==> config.mk <==
export PLATFORM = sky130hd
export DESIGN_NAME = wdb_window
export DESIGN_NICKNAME = d
export VERILOG_FILES = /design/src/rtl/core/wdb_pkg.sv /design/src/rtl/core/wdb_window.sv
export SDC_FILE = /design/constraint.sdc
export NUM_CORES = 1
export LEC_CHECK = 0
export ABC_AREA = 1
export BUFFER_PORTS_ARGS = -buffer_cell sky130_fd_sc_hd__buf_2
export CORE_AREA = 2 2 115 117
export CTS_BUF_LIST = sky130_fd_sc_hd__clkbuf_8 sky130_fd_sc_hd__clkbuf_16
export CTS_CLUSTER_SIZE = 10
export DETAILED_ROUTE_END_ITERATION = 8
export DIE_AREA = 0 0 117 119
export SYNTH_ARGS = -nofsm -noshare
export SYNTH_HDL_FRONTEND = slang
export SYNTH_SLANG_ARGS = --single-unit
==> constraint.sdc <==
create_clock -name i_clk -period 4.7 [get_ports i_clk]
set_clock_uncertainty 0.15 [all_clocks]
set_input_delay 0.705 -clock i_clk [delete_from_list [all_inputs] [get_ports i_clk]]
set_output_delay 0.705 -clock i_clk [all_outputs]
set_load 0.01 [all_outputs]
==> src/rtl/core/wdb_pkg.sv <==
// Shared definitions for the window density blob detector.
// Register indexes, reset values, field widths and the structs passed
// between the core modules. No dependencies.
package wdb_pkg;

    localparam int DEF_MAX_WIDTH = 1024;
    localparam int DEF_KERNEL    = 7;

    localparam int SAMPLE_W   = 16;
    localparam int DIM_W      = 11;
    localparam int COORD_W    = 10;
    localparam int CTH_W      = 7;
    localparam int SLOT_W     = 10;
    localparam int CFG_IDX_W  = 3;
    localparam int CFG_DATA_W = 16;

    localparam logic [CFG_IDX_W-1:0] REG_FRAME_WIDTH     = 3'd0;
    localparam logic [CFG_IDX_W-1:0] REG_FRAME_HEIGHT    = 3'd1;
    localparam logic [CFG_IDX_W-1:0] REG_FG_THRESHOLD    = 3'd2;
    localparam logic [CFG_IDX_W-1:0] REG_COUNT_THRESHOLD = 3'd3;
    localparam logic [CFG_IDX_W-1:0] REG_LAST_SLOT       = 3'd4;

    localparam logic [DIM_W-1:0]    RST_FRAME_WIDTH     = 11'd640;
    localparam logic [DIM_W-1:0]    RST_FRAME_HEIGHT    = 11'd480;
    localparam logic [SAMPLE_W-1:0] RST_FG_THRESHOLD    = 16'd3277;
    localparam logic [CTH_W-1:0]    RST_COUNT_THRESHOLD = 7'd25;
    localparam logic [SLOT_W-1:0]   RST_LAST_SLOT       = 10'd998;

    // Output queue depth covers the two pipeline stages plus skid room.
    localparam int OUT_DEPTH = 4;
    localparam int OUT_PTR_W = 2;
    localparam int OUT_LVL_W = 3;

    typedef struct packed {
        logic valid;
        logic active;
        logic frame_start;
        logic judge;
    } t_ctl;

    typedef struct packed {
        logic [COORD_W-1:0]  centre_x;
        logic [COORD_W-1:0]  centre_y;
        logic [SAMPLE_W-1:0] centre_value;
        logic [SLOT_W-1:0]   slot;
        logic                wrapped;
    } t_det;

endpackage

==> src/rtl/core/wdb_window.sv <==
// Running window count over the last column counts, centre delay line,
// detection decision and slot numbering. Depends on wdb_pkg.
module wdb_window
    import wdb_pkg::*;
#(
    parameter int KERNEL = DEF_KERNEL
) (
    input  logic                i_clk,
    input  logic                i_rst_n,
    input  t_ctl                i_ctl,
    input  logic [$clog2(2*(KERNEL/2)+3)-1:0] i_col_cnt,
    input  logic                i_cbit,
    input  logic [SAMPLE_W-1:0] i_csample,
    input  logic [COORD_W-1:0]  i_ci,
    input  logic [COORD_W-1:0]  i_cj,
    input  logic [CTH_W-1:0]    i_cnt_th,
    input  logic [SLOT_W-1:0]   i_last_slot,
    output logic                o_push,
    output t_det                o_det
);

    localparam int HALF_HI = KERNEL / 2;
    localparam int WIN     = 2 * HALF_HI + 2;
    localparam int CCW     = $clog2(WIN + 1);
    localparam int SUMW    = $clog2(WIN * WIN + 1);
    localparam int CMPW    = (SUMW > CTH_W) ? SUMW : CTH_W;

    logic [CCW-1:0]      r_cnt_sh  [WIN];
    logic [SUMW-1:0]     r_sum;
    logic [HALF_HI-1:0]  r_cbit_sh;
    logic [SAMPLE_W-1:0] r_samp_sh [HALF_HI];
    logic [SLOT_W-1:0]   r_slot;
    logic                r_wrapped;

    logic [SUMW-1:0]   n_sum;
    logic [SLOT_W-1:0] n_slot;
    logic              n_wrapped;
    logic [SLOT_W-1:0] slot_eff;
    logic              wrapped_eff;
    logic              shift_en;
    logic              det;

    assign shift_en = i_ctl.valid && i_ctl.active;

    // The sum always equals the total of the count line, so the oldest entry drops out.
    assign n_sum = r_sum + SUMW'(i_col_cnt) - SUMW'(r_cnt_sh[WIN-1]);

    assign slot_eff    = i_ctl.frame_start ? '0 : r_slot;
    assign wrapped_eff = i_ctl.frame_start ? 1'b0 : r_wrapped;

    assign det = shift_en && i_ctl.judge && (CMPW'(n_sum) > CMPW'(i_cnt_th))
                 && r_cbit_sh[HALF_HI-1];

    always_comb begin
        n_slot    = slot_eff;
        n_wrapped = wrapped_eff;
        if (det) begin
            if (slot_eff >= i_last_slot) begin
                n_slot    = '0;
                n_wrapped = 1'b1;
            end else begin
                n_slot = slot_eff + 1'b1;
            end
        end
    end

    always_ff @(posedge i_clk) begin
        if (!i_rst_n) begin
            for (int k = 0; k < WIN; k++) begin
                r_cnt_sh[k] <= '0;
            end
            r_sum     <= '0;
            r_slot    <= '0;
            r_wrapped <= 1'b0;
        end else begin
            if (shift_en) begin
                for (int k = WIN - 1; k > 0; k--) begin
                    r_cnt_sh[k] <= r_cnt_sh[k-1];
                end
                r_cnt_sh[0] <= i_col_cnt;
                r_sum       <= n_sum;
            end
            if (i_ctl.valid) begin
                r_slot    <= n_slot;
                r_wrapped <= n_wrapped;
            end
        end
    end

    always_ff @(posedge i_clk) begin
        if (shift_en) begin
            for (int k = HALF_HI - 1; k > 0; k--) begin
                r_samp_sh[k] <= r_samp_sh[k-1];
            end
            r_samp_sh[0] <= i_csample;
            r_cbit_sh    <= HALF_HI'({r_cbit_sh, i_cbit});
        end
    end

    assign o_push              = det;
    assign o_det.centre_x      = i_cj;
    assign o_det.centre_y      = i_ci;
    assign o_det.centre_value  = r_samp_sh[HALF_HI-1];
    assign o_det.slot          = slot_eff;
    assign o_det.wrapped       = wrapped_eff;

endmodule

---- Word level (Yosys, flattened, before mapping) ----
Memory sizes are Yosys's and may differ from the RTL's.
Cells that the tools add are included.
word-level totals
  logic and storage cells ................. 42
  flip-flop bits (word level) ............. 21
  memories ................................ 2
  memory bits (writable) .................. 80
operators by class
  $add $sub $neg .......................... 3
  reductions and logical operators ........ 4
  bitwise logic cells ..................... 8
  $lt $le $gt $ge ......................... 2
  muxes and demuxes ....................... 19
memories
  name       words  width  rd ports  clocked after Yosys merged registers in  wr ports  RTL line          RTL
  r_samp_sh  3      16     3         0                                        3         wdb_window.sv:31  logic [SAMPLE_W-1:0] r_samp_sh [HALF_HI];
  r_cnt_sh   8      4      8         0                                        8         wdb_window.sv:28  logic [CCW-1:0] r_cnt_sh [WIN];
operators with widths
  cell                   number
  $mux 4                 8
  $mux 10                3
  $add 10x1->10 const B  1
  $ge 10x10->1           1
  $mux 1                 8
  $or 1x1->1             8
  $add 7x4->7            1
  $gt 7x7->1             1
  $sub 7x4->7            1
  $logic_and 1x1->1      4

---- Logic depth before layout (Yosys ltp) ----
  word-level depth ........................ 6
  depth in mapped cells ................... 21
  mapped depth without buffers ............ 21

---- Worst setup path before layout ----
No wires, ideal clock.
  path kind ............................... input to output
  start ................................... input i_col_cnt[3]
  end ..................................... output o_push
  data arrival time ....................... 2.984 ns
  stages on the path ...................... 15
  path slack .............................. 0.861 ns
  buffers on the path ..................... 0
  cell sequence ........................... inv_1 -> fa_1 -> inv_1 -> ha_1 -> inv_1 -> o21bai_1 -> nand2_1 -> nand3_1 -> xor2_1 -> inv_1 -> ha_1 -> nand2_1 -> nor2_2 -> nand2_1 -> a21oi_4
between the ends
  word-level cells in the longest chain between the ends .. 5
RTL lines
  what               RTL line          RTL
  from (decl)        wdb_window.sv:11  input logic [$clog2(2*(KERNEL/2)+3)-1:0] i_col_cnt,
  $add 7x4->7        wdb_window.sv:46  assign n_sum = r_sum + SUMW'(i_col_cnt) - SUMW'(r_cnt_sh[WIN-1]);
  $sub 7x4->7        wdb_window.sv:46
  net n_sum[6]       wdb_window.sv:35  logic [SUMW-1:0] n_sum;
  $gt 7x7->1         wdb_window.sv:51  assign det = shift_en && i_ctl.judge && (CMPW'(n_sum) > CMPW'(i_cnt_th))
  $logic_and 1x1->1  wdb_window.sv:51
  $logic_and 1x1->1  wdb_window.sv:52  && r_cbit_sh[HALF_HI-1];
  to (decl)          wdb_window.sv:18  output logic o_push,
The timed path passes the listed nets, and every way through them passes these cells.

---- Worst setup path in the final report ----
  start ................................... input i_col_cnt[2]
  end ..................................... output o_push
The elaborated chain is that of the path after synthesis.

==> results.yml <==
final_layout:
  area_growth_pct: 12.0
  insertedDiodeCount: 0
  seqCellArea_um2: 2850
  nets: 626
  drive_gt1_share_pct: 19.3
  fillCellCount: 1236
  final_cells: 714
  multi_input_area_um2: 1390
timing:
  period_needed_ns: 4.21
  hold_violations: 0
  setup_viol: 0
  rsz0062_at_grt: "false"
  max_freq_ghz: 0.237
  worst_slew_pin_slew_ns: 1.16
  max-slew-margin-rel_pct: 22.4
  whs_ns: 0.259
  slew_violations: 0
  final.period_utilization_pct: 89.6
  tns_ns: 0
drt:
  wl_per_cell_um: 12.3
  vias_per_cell: 4.47
  vias: 3193
  drtPass1Iterations: 4
  drtIter0Drc: 187
  routed_wl_mm: 8.79
  ant_nets: 0
  route.detailed.drc: 0
yosys:
  synth_ff_type: "edfxtp_1"
  synth-seq-area-share_pct: 57.8
  avgSynthCellArea_um2: 10.1
  synth_nets: 583
  synth_edf_count: 83
  yosysWarnings: 0
  syn_inst: 490
  ys_ff_latch: 101
  synth_area_um2: 4940
  synthArstFlopShare_pct: 0
  synth_cell_types: 31
grt:
  antenna_found_initial: 0
  grt_max_degree: 54
  grt_remaining_overflow: 0
  grt_pass1_wl_mm: 14.5
  grt_usage_pct: 13.3
  grt_pass1_vias: 3218
clocking:
  cts_tree: "built"
  cts_sinks: 101
  cts_setup_buffers: 0
  cts.reportedPaths.clkPinSlew_ns: 0.07
  cts_htree_levels: 3
  worstSkewPairLatency_ns: 0.33
  cts_buffers: 9
  cts_resized: 0
  cts-root-buf: "clkbuf_16"
  ctsHoldBuffers: 0
  clk_path_buf_depth: 2
place:
  place.detailed.hpwl_mm: 6.43
  numPortBuffers: 71
  dp.cells: 698
  gp_congestion: 0.869
worst_setup_path:
  path_cells: "buf_2, inv_1, fa_1, inv_1, ha_1, nand2_1, nand2_1, a31o_2, xor2_1, inv_1, ha_1, nand2_1, nor2_2, nand2_1, a21oi_4, buf_2"
  cpMaxStageDelayCell: "fa_1"
  critPathTopFamily: "adder cells"
  endpoint_kind: "output pin"
  path_class: "primary input to output pin"
  cp.required_ns: 3.85
  r2r_slack_ns: 1.05
  crit_fanout: 6
  timing.critical_path.mode_cell: "nand2_1"
  critPathBufInv: 5
  worst_setup_path_start_kind: "primary input"
  cp.arrival_ns: 3.36
  cpPeakStageDelay_ns: 0.53
run:
  max_cap_viol_count: 0
floorplanning:
  die_h_um: 119
  initial_core_util_pct: 38.3
  rows: 42
  core_area_um2: 12900
  fp.dieArea_um2: 13900
  num_io_pins: 112
  die_w_um: 117
power:
  seq_power_share_pct: 48.1
  switchingPower_uw: 575
  p_int_uw: 1570
  vdd_drop_max_mv: 0.240
  switching_share_pct: 26.8
  leakage_uw: 0.00253
  p_comb_share_pct: 18.1
  powerDensity_nw_per_um2: 388
  p_clk_share_pct: 33.8
outcome:
  status: "finished, final reports clean"
min_path:
  holdCritPathClass: "flip-flop to flip-flop"
-- path summary, 6_finish.rpt --
check	start	cells past startpoint	to
setup / recovery	i_col_cnt[2]	16	o_push
hold / removal	r_cbit_sh[1]$_DFFE_PP_	0	r_cbit_sh[2]$_DFFE_PP_
setup reg to reg	r_cnt_sh[1][15]$_SDFFCE_PN0P_	19	r_slot[0]$_SDFFE_PN0P_
hold reg to reg	r_cbit_sh[1]$_DFFE_PP_	0	r_cbit_sh[2]$_DFFE_PP_
-- registers in the layout, indices dropped and copies added, names as in the netlist --
register / count
r_samp_sh: 48
r_cnt_sh: 32
r_slot: 10
r_sum: 7
r_cbit_sh: 3
r_wrapped: 1
-- layout make-up --
cell class,count,area share [%]
Inverter,105,7.15
Multi-Input combinational cell,242,25.1
Clock inverter,7,1.24
Sequential cell,101,51.6
Tap cell,176,3.98
Timing Repair Buffer,74,6.83
Clock buffer,9,4.07
-- routing by layer --
layer | wire length (µm) | global-route usage, %
met1 | 4010 | 17.1
met2 | 4130 | 21.1
met3 | 473 | 3.61
met4 | 185 | 5.81
met5 | 0 | 0
-- power groups by stage --
stage	Clock [µW]	Combinational, µW	Sequential (µW)
2_1_floorplan	0	313	1050
5_1_grt	785	449	1040
6_report	727	388	1030
3_3_place_gp	0	370	1050
4_1_cts	755	392	1030
3_5_place_dp	0	389	1050
-- per-stage QoR --
step                total power, µW  utilization (%)  area [µm²]  setup WS (ns)
detailed placement             1440             40.7        5240          0.492
floorplan                      1360                -        4940          0.861
global route                   2270             42.9        5530          0.245
global placement               1420             40.7        5240          0.586
finish                         2150             42.9        5530          0.489
CTS                            2180             42.9        5530          0.490
-- logic make-up (layout without fill, tap and decap cells) --
kind of cell	count (synthesis)	count (layout)	share of synthesized area, %
and+or+nand+nor	171	171	14.6
buffers and inverters	147	195	14.1
DFF	101	101	57.8
AOI/OAI and AO/OA	35	35	4.36
adders and majority gates	29	29	7.96
xor gates and xnor gates	7	7	1.24
-- cell usage after synthesis, drive strengths merged (4+ instances only) --
library cell,number,share of area (%)
a21oi,18,2.2
buf,39,5.8
dfxtp,18,7.3
edfxtp,83,50
fa,4,1.6
ha,25,6.3
inv,102,7.8
nand2,84,6.6
nand3,19,1.9
nand4,11,1.4
nor2,56,4.5
o21ai,9,0.99
o22ai,4,0.51
xor2,6,1.1
-- placed cells by master (no fill, tap or decap), types with 2 or more instances in the layout --
master,netlist,final
a21oi_1,15,15
a21oi_2,2,2
a31o_2,2,2
buf_2,2,71
buf_4,37,3
clkbuf_16,0,9
clkinv_1,2,2
clkinv_2,1,2
clkinv_4,0,2
dfxtp_1,18,18
edfxtp_1,83,83
fa_1,4,4
ha_1,25,25
inv_1,101,102
inv_2,1,2
nand2_1,79,79
nand2_2,5,5
nand3_1,19,19
nand4_1,11,11
nor2_1,54,54
o21ai_0,6,6
o21ai_1,2,2
o22ai_1,4,4
xor2_1,6,6
Power figures use the tool's default switching activity.
