--- config.mk ---
export PLATFORM = sky130hd
export DESIGN_NAME = wdb_fifo
export DESIGN_NICKNAME = d
export VERILOG_FILES = /design/src/rtl/core/wdb_pkg.sv /design/src/rtl/core/wdb_fifo.sv
export SDC_FILE = /design/constraint.sdc
export NUM_CORES = 1
export LEC_CHECK = 0
export ABC_CLOCK_PERIOD_IN_PS = 3900
export BUFFER_PORTS_ARGS = -buffer_cell sky130_fd_sc_hd__buf_2
export CAP_MARGIN = 40
export CORE_MARGIN = 8
export CORE_UTILIZATION = 60
export CTS_CLUSTER_DIAMETER = 80
export DETAILED_ROUTE_END_ITERATION = 6
export GPL_ROUTABILITY_DRIVEN = 0
export PLACE_DENSITY = 0.86
export RECOVER_POWER = 25
export SLEW_MARGIN = 20
export SYNTH_ARGS = -nofsm -noshare
export SYNTH_HDL_FRONTEND = slang
export SYNTH_SLANG_ARGS = --single-unit
--- constraint.sdc ---
create_clock -name i_clk -period 3.9 [get_ports i_clk]
set_clock_uncertainty 0.2 [all_clocks]
set_input_delay 0.585 -clock i_clk [delete_from_list [all_inputs] [get_ports i_clk]]
set_output_delay 0.585 -clock i_clk [all_outputs]
set_load 0.02 [all_outputs]
--- src/rtl/core/wdb_pkg.sv ---
// Shared definitions for the window density blob detector.
// Register indexes, reset values, field widths and the structs passed
// between the core modules. No dependencies.
package wdb_pkg;

    localparam int DEF_MAX_WIDTH = 1024;
    localparam int DEF_KERNEL    = 7;

    localparam int SAMPLE_W   = 16;
    localparam int DIM_W      = 11;
    localparam int COORD_W    = 10;
    localparam int CTH_W      = 7;
    localparam int SLOT_W     = 10;
    localparam int CFG_IDX_W  = 3;
    localparam int CFG_DATA_W = 16;

    localparam logic [CFG_IDX_W-1:0] REG_FRAME_WIDTH     = 3'd0;
    localparam logic [CFG_IDX_W-1:0] REG_FRAME_HEIGHT    = 3'd1;
    localparam logic [CFG_IDX_W-1:0] REG_FG_THRESHOLD    = 3'd2;
    localparam logic [CFG_IDX_W-1:0] REG_COUNT_THRESHOLD = 3'd3;
    localparam logic [CFG_IDX_W-1:0] REG_LAST_SLOT       = 3'd4;

    localparam logic [DIM_W-1:0]    RST_FRAME_WIDTH     = 11'd640;
    localparam logic [DIM_W-1:0]    RST_FRAME_HEIGHT    = 11'd480;
    localparam logic [SAMPLE_W-1:0] RST_FG_THRESHOLD    = 16'd3277;
    localparam logic [CTH_W-1:0]    RST_COUNT_THRESHOLD = 7'd25;
    localparam logic [SLOT_W-1:0]   RST_LAST_SLOT       = 10'd998;

    // Output queue depth covers the two pipeline stages plus skid room.
    localparam int OUT_DEPTH = 4;
    localparam int OUT_PTR_W = 2;
    localparam int OUT_LVL_W = 3;

    typedef struct packed {
        logic valid;
        logic active;
        logic frame_start;
        logic judge;
    } t_ctl;

    typedef struct packed {
        logic [COORD_W-1:0]  centre_x;
        logic [COORD_W-1:0]  centre_y;
        logic [SAMPLE_W-1:0] centre_value;
        logic [SLOT_W-1:0]   slot;
        logic                wrapped;
    } t_det;

endpackage

--- src/rtl/core/wdb_fifo.sv ---
// Small output queue that decouples the detection pipeline from the
// result channel. Depends on wdb_pkg for the detection record type.
module wdb_fifo
    import wdb_pkg::*;
(
    input  logic                 i_clk,
    input  logic                 i_rst_n,
    input  logic                 i_push,
    input  t_det                 i_det,
    input  logic                 i_stall,
    output logic                 o_valid,
    output t_det                 o_det,
    output logic [OUT_LVL_W-1:0] o_level
);

    t_det                 r_mem [OUT_DEPTH];
    logic [OUT_PTR_W-1:0] r_wp;
    logic [OUT_PTR_W-1:0] r_rp;
    logic [OUT_LVL_W-1:0] r_lvl;
    logic                 pop;

    assign o_valid = (r_lvl != '0);
    assign pop     = o_valid && !i_stall;
    assign o_det   = r_mem[r_rp];
    assign o_level = r_lvl;

    always_ff @(posedge i_clk) begin
        if (!i_rst_n) begin
            r_wp  <= '0;
            r_rp  <= '0;
            r_lvl <= '0;
        end else begin
            if (i_push) begin
                r_wp <= r_wp + 1'b1;
            end
            if (pop) begin
                r_rp <= r_rp + 1'b1;
            end
            r_lvl <= r_lvl + OUT_LVL_W'(i_push) - OUT_LVL_W'(pop);
        end
    end

    always_ff @(posedge i_clk) begin
        if (i_push) begin
            r_mem[r_wp] <= i_det;
        end
    end

endmodule

Yosys cells after proc, flatten, opt, wreduce, memory -nomap -nowiden
Memory sizes are Yosys's and may differ from the RTL's. A register that Yosys moved wholly into a read port is not among the register bits.
Cells that the tools add are included.
{ "op_classes": {"add_sub_neg": 4, "n_mux": 4, "reduce_logical": 3} }
{ "op_table": {"columns": ["cell", "count"], "rows": [
  ["$add 2x1->2 const B", 2],
  ["$mux 2", 2],
  ["$add 3x1->3", 1],
  ["$reduce_bool 3->1", 1],
  ["$sub 3x1->3", 1],
  ["$mux 1", 2],
  ["$logic_and 1x1->1", 1],
  ["$logic_not 1->1", 1]
]} }
{ "word_totals": {"ff_bits": 7, "ram_bits": 188, "in_bits": 51, "output_inout_bits": 51, "word_cells": 15, "memories": 1} }
{ "memory_table": {"columns": ["name", "depth", "word_bits", "read_ports", "rd_ports_with_merged_regs", "write_ports", "line_no", "rtl"], "rows": [
  ["r_mem", 4, 47, 1, 1, 1, "wdb_fifo.sv:16", "t_det r_mem [OUT_DEPTH];"]
]} }

Longest topological paths before layout
Gate-level depths: netlist of run 1.
{ "depth": {"word_depth": 4, "mapped_depth": 9, "depth_no_buf": 9} }

Worst setup path after synthesis of run 1
Ideal clock, no wire load.
{ "synth_path": {"kind": "register -> register", "from": "register r_lvl[1] (netlist: o_level[1])", "to": "register r_lvl[2] (netlist: o_level[2])", "setup_ps": 115, "arrival_time_ps": 2041, "t_required_ps": 3585, "setup_slack_ps": 1544, "path_stages_with_launch": 10, "n_path_buf": 0, "synth_period_minus_slack_ps": 2356, "path_cell_list": "dfxtp_1 -> nor3_1 -> nor2_1 -> ha_1 -> inv_1 -> ha_1 -> fa_1 -> xnor2_1 -> xnor2_1 -> and2_1"} }
{ "synth_via": {"elab_chain_len": 3, "word_cells_on_any_way": 4, "cone_classes": "add/sub: 2; reduce/logical: 2"} }
{ "synth_lines": {"columns": ["element", "line_no", "rtl"], "rows": [
  ["start, declared", "wdb_fifo.sv:19", "logic [OUT_LVL_W-1:0] r_lvl;"],
  ["start signal, assigned", "wdb_fifo.sv:39", "r_lvl <= r_lvl + OUT_LVL_W'(i_push) - OUT_LVL_W'(pop);"],
  ["$reduce_bool 3->1", "wdb_fifo.sv:22", "assign o_valid = (r_lvl != '0);"],
  ["$logic_and 1x1->1", "wdb_fifo.sv:23", "assign pop = o_valid && !i_stall;"],
  ["via pop", "wdb_fifo.sv:20", "logic pop;"],
  ["$sub 3x1->3", "wdb_fifo.sv:39", null]
]} }
The timed path passes the listed nets, and every way through them passes these cells.
A chain may end at the register's enable or synchronous reset.

==> flow_summary.toml, run 1 <==
[route]
vias = 3275
vias_per_cell = 5.77
ant_nets = 0
first_pass_iters = 4
first_iter_violations = 280
wl_um = 13000
drc = 0
detail_route.wl_per_cell_um = 22.9

[critical_path]
cp.arrival_ps = 2080
end_kind = "output pin"
r2r_cells = 9
start_kind = "flop"
timing.rr.start = "o_level[1]"
required_ps = 3120
critPathKind = "reg -> out"
timing.rr.end = "o_level[2]"
rrSetupSlack_ps = 1360
crit_path_end = "o_det[30]"
crit_fanout = 31

[synth]
ys_types = 24
synthArstFlopShare_pct = 0
yosysWarnings = 0
synth-edff-count = 188
synthFlopType = "edfxtp_1"
ys_top_cells_by_count = "edfxtp_1 (188), mux4_2 (47), dfxtp_1 (9), and2_1 (8), inv_1 (7)"
yosysTopAreaCellShare_pct = 77.7
synth_seq_cells = 197
synth_top_area_cell = "edfxtp_1"
synth_area_um2 = 7260
synth.area.top_cells = "edfxtp_1 (78%), mux4_2 (15%), dfxtp_1 (2.5%)"
syn_area_per_cell_um2 = 25.0
postSynthCellCount = 291
ys_seq_area_share_pct = 80.2
synth_fp_nets = 349
synth.most_common_cell = "edfxtp_1"

[clock_network]
cts_resized = 0
post_cts_buffers = 0
cts_tree = "built"
ctsHoldBuffers = 0
clk_latency_ps = 420
h-tree-depth = 4
clkTransAtPathRegs_ps = 60
cts.path.max_buffers = 2
cts.sinks = 197
numCtsBuffers = 17
root_buffer = "clkbuf_16"

[timing]
worst-slew-pin-transition_ps = 682
whs_ps = 183
tns_ps = 0
setup_viol = 0
fin_crit_ps = 2870
drv_slew = 0
hold_viol = 0
finalCritPeriodShare_pct = 73.5
rsz0062_at_grt = "no"
slew_headroom_pct = 54.5
fmax_mhz = 349

[global_routing]
antenna_found_initial = 1
grt_max_degree = 32
grt_pass1_wl_um = 20300
grt_remaining_overflow = 0
grt_use_total_pct = 17.3
grt_pass1_vias = 3607

[cells_and_area]
area_delta_synth_final_pct = 16.6
antenna_cells = 0
layout.nets = 466
stdcell_area_um2 = 8470
layout-drive-gt1-share_pct = 37.8

[die]
die_area_um2 = 15900
fp-row-count = 40
die-width_um = 126
start_util_pct = 61.0
die_height_um = 126
core_um2 = 11900
num_io_pins = 102

[hold_path]
hold_class = "in -> reg"

[power_and_ir_drop]
design_power_total_uw = 5120
p_leak_uw = 0.00281
power.density_nw_per_um2 = 605
ir_drop_uv = 447

[place]
place_hpwl_um = 8550
io_buffer_count = 101
placed_area_um2 = 7930

[job]
drv_cap = 0

[run_status]
status = "finished, final reports clean"
[metal layers]
layer / vias to the layer above / routed length (um) / GRT usage, %
li1: 1453 / - / -
met4: 2 / 199 / 8.14
met5: - / 13 / 0
met1: 1709 / 4950 / 19.4
met2: 94 / 7000 / 29.6
met3: 17 / 826 / 5.70
[flip-flops by register name, indices dropped and copies added, names as in the netlist, named ones only]
name	cells
r_mem	188
o_level	3
r_rp	2
r_wp	2
[worst min-delay path by stage]
| stage | start | end | slack, ps | depth (start not counted) |
|---|---|---|---|---|
| after floorplan | r_rp[1] | flop | 250 | 2 |
| after global placement | r_rp[1] | flop | 250 | 2 |
| after detailed placement | r_rp[1] | flop | 320 | 2 |
| after CTS | i_det[8] | r_mem[3][8] | 160 | 1 |
| after global routing | i_det[35] | r_mem[1][35] | 170 | 1 |
| final | i_det[35] | r_mem[2][35] | 180 | 1 |
[power by group]
group / internal, uW / leakage, uW / switching [uW] / total [uW]
logic: 415 / 0.000739 / 527 / 942
registers: 2440 / 0.00180 / 74.1 / 2520
clock network: 956 / 0.000268 / 709 / 1660
total: 3810 / 0.00281 / 1310 / 5120
[stage by stage]
| step | utilization, % | worst slack [ps] | std cells |
|---|---|---|---|
| 6_report | 71.1 | 1030 | 568 |
| 5_1_grt | 71.1 | 910 | 568 |
| 4_1_cts | 71.4 | 970 | 568 |
| 3_5_place_dp | 66.6 | 1430 | 536 |
| 3_3_place_gp | 66.4 | 1250 | 535 |
| 2_1_floorplan | - | 1540 | 291 |
[cell type report]
type,count,area [um2]
fill,725,3440
sequential,197,5830
clock inverter,13,134
tap,147,184
multi-input combinational,77,1310
timing repair buffer,108,538
inverter,7,26.3
clock buffer,19,443
[critical path: stages (launching register included)]
cell and delay (ps):
dfxtp_4 600, buf_16 290, mux4_2 560, buf_2 180
[placed cells by master, fill, tap and decap left out, types with 2 or more instances in the layout]
master / netlist / final
and2_2: 0 / 4
clkbuf_1: 1 / 33
xnor2_1: 2 / 2
dfxtp_1: 9 / 7
a21boi_0: 2 / 2
clkbuf_16: 0 / 17
bufinv_16: 0 / 2
buf_4: 1 / 6
inv_1: 7 / 7
edfxtp_1: 188 / 188
and2_1: 8 / 4
buf_2: 4 / 69
mux2i_1: 2 / 2
clkinv_2: 0 / 3
clkinvlp_4: 0 / 5
ha_1: 6 / 6
clkinv_4: 0 / 2
mux4_2: 47 / 47
[cells by family (layout without fill, tap and decap cells)]
kind of cell	count (synthesis)	in the layout	share of synthesized area, %
xor+xnor	3	3	0.362
simple gates	15	15	1.22
buf+inv	17	147	1.77
flops	197	197	80.2
mux	49	49	14.8
fa+ha+maj	7	7	1.31
compound gates	3	3	0.275
No activity file was read; power rests on OpenSTA's default activity.
==> inputs of run 2 (changes only) <==
ABC_AREA = 1   (was default)
ABC_CLOCK_PERIOD_IN_PS = 2300   (was 3900)
CORE_UTILIZATION = 52   (was 60)
PLACE_DENSITY = 0.79   (was 0.86)
clock period = 2.3 ns   (was 3.9 ns; I/O delays follow)
==> flow_summary.toml, run 2 <==
[power_and_ir_drop]
power.density_nw_per_um2 = 1020
p_leak_uw = 0.00340
design_power_total_uw = 9920
ir_drop_uv = 688

[cells_and_area]
layout.nets = 730
multi_input_area_um2 = 1720
area_delta_synth_final_pct = 24.0
antenna_cells = 0
largest_reg_flops = 188
final_common_cell = "edfxtp_1"
largest_register = "r_mem"
ff_latch_area_um2 = 5830
fillers = 1032
stdcell_area_um2 = 9720
final_cell_mix = "edfxtp_1 (188), o21ai_0 (83), nor2_1 (73)"
layout-drive-gt1-share_pct = 26.9

[synth]
synth_top_area_cell = "edfxtp_1"
postSynthCellCount = 516
synthFlopType = "edfxtp_1"
syn_area_per_cell_um2 = 15.2
synthArstFlopShare_pct = 0
synth_fp_nets = 574
synth.area.top_cells = "edfxtp_1 (72%), o21ai_0 (5.3%), o22ai_2 (4.3%)"
yosysWarnings = 0
ys_top_cells_by_count = "edfxtp_1 (188), o21ai_0 (83), nor2_1 (73), nor2_4 (27), o22ai_2 (27)"
synth_area_um2 = 7840
synth.most_common_cell = "edfxtp_1"
ys_seq_area_share_pct = 74.4
synth_seq_cells = 197
synth-edff-count = 188
ys_types = 21
yosysTopAreaCellShare_pct = 72.1

[hold_path]
hp-start = "i_stall"
hold_class = "in -> reg"

[route]
detail_route.wl_per_cell_um = 18.4
vias = 4768
ant_nets = 0
first_pass_iters = 5
first_iter_violations = 315
vias_per_cell = 5.46
wl_um = 16100
drc = 0

[critical_path]
required_ps = 1750
crit_path_end = "o_det[44]"
start_kind = "flop"
end_kind = "output pin"
critPathKind = "reg -> out"
crit_fanout = 36
r2r_cells = 9
cp_slowest_cell = "dfxtp_4"
slowest_delay_ps = 370
cp.arrival_ps = 1680
timing.rr.end = "o_level[2]"
crit_chain = "inv_4, buf_12, nor2_1, o22ai_1, buf_2"
rrSetupSlack_ps = 350
timing.rr.start = "o_level[1]"

[run_status]
status = "finished, final reports clean"

[timing]
tns_ps = 0
finalCritPeriodShare_pct = 96.8
rsz0062_at_grt = "yes"
worst-slew-pin-transition_ps = 430
fmax_mhz = 449
fin_crit_ps = 2230
setup_viol = 0
drv_slew = 0
hold_viol = 0
worst_slack_ps = 73.2
slew_headroom_pct = 71.3

[job]
drv_cap = 0

[clock_network]
clkTransAtPathRegs_ps = 60
numCtsBuffers = 17
post_cts_buffers = 0
clk_latency_ps = 420
root_buffer = "clkbuf_16"
cts.sinks = 197
cts.path.max_buffers = 2
h-tree-depth = 4
cts_tree = "built"

[global_routing]
grt_pass1_wl_um = 25600
grt_remaining_overflow = 0
grt_pass1_vias = 4939
grt_max_degree = 49
antenna_found_initial = 0
grt_use_total_pct = 17.0

[place]
place_ws_ps = 354
placed_area_um2 = 8610
io_buffer_count = 101
place_hpwl_um = 9720

[die]
core_um2 = 15000
fp-row-count = 45
num_io_pins = 102
start_util_pct = 52.3
die-width_um = 139
die_height_um = 139
die_area_um2 = 19300
==> run 2: changes by cell type in the layout (fill, tap and decap cells not counted), sizes merged, moves of 15 or more <==
| cell | delta |
|---|---|
| nor2 | +99 |
| o21ai | +95 |
| dlygate4sd3 | +48 |
| mux4 | -47 |
| o22ai | +47 |
| buf | +15 |
==> run 2: cell type report <==
type	instances	area share, %
multi-input combinational	271	17.7
clock buffer	24	5.06
sequential	197	60.0
inverter	18	0.747
timing repair buffer	167	12.6
clock inverter	8	1.51
tap	188	2.42
==> run 2: per-stage QoR <==
step	hold WS, ps	util, %	std cells
final	55.4	64.9	873
after global routing	48.4	64.9	873
after CTS	33.1	65.0	873
after detailed placement	281	57.5	793
after global placement	272	57.5	793
after floorplan	238	-	516
==> run 2: metal layers <==
| metal | GRT usage (%) | up-vias | wire, um |
|---|---|---|---|
| li1 | - | 2229 | - |
| met4 | 7.11 | 0 | 315 |
| met5 | 0 | - | 0 |
| met1 | 19.5 | 2349 | 6500 |
| met2 | 29.7 | 164 | 8310 |
| met3 | 4.72 | 26 | 935 |
==> run 2: how the worst min path moves through the flow <==
stage                 end  slack (ps)  cells past startpoint
2_1_floorplan  o_level[1]         240                      2
3_3_place_gp      r_rp[0]         270                      2
3_5_place_dp      r_rp[0]         280                      2
4_1_cts           r_rp[0]          30                      4
5_1_grt           r_rp[0]          50                      4
6_report          r_rp[0]          60                      4
==> run 2: critical path: cells and delay by family, from the launching register on <==
kind                   cells  cell delay (ps)
flip-flops                 1              370
AND/OR/NAND/NOR            1               80
buffers and inverters      3              560
AO/OA/AOI/OAI              1              220
==> run 2: repair_timing <==
action	4_1_cts	5_1_grt
hold buffers	48	0
gates resized for setup	4	3
endpoints found under the setup margin	17	5
hold endpoints to repair	191	0
==> run 2: logic make-up after synthesis <==
group	Yosys count	synth area share [%]
buffers and inverters	48	3.74
and+or+nand+nor	115	8.13
adders and majority gates	7	1.21
DFF	197	74.4
AOI/OAI and AO/OA	149	12.6
==> run 2: power by group <==
| part | internal (uW) | leakage (uW) | switching [uW] |
|---|---|---|---|
| logic | 889 | 0.00130 | 1710 |
| clock network | 1930 | 0.000300 | 1180 |
| registers | 4120 | 0.00180 | 77.1 |
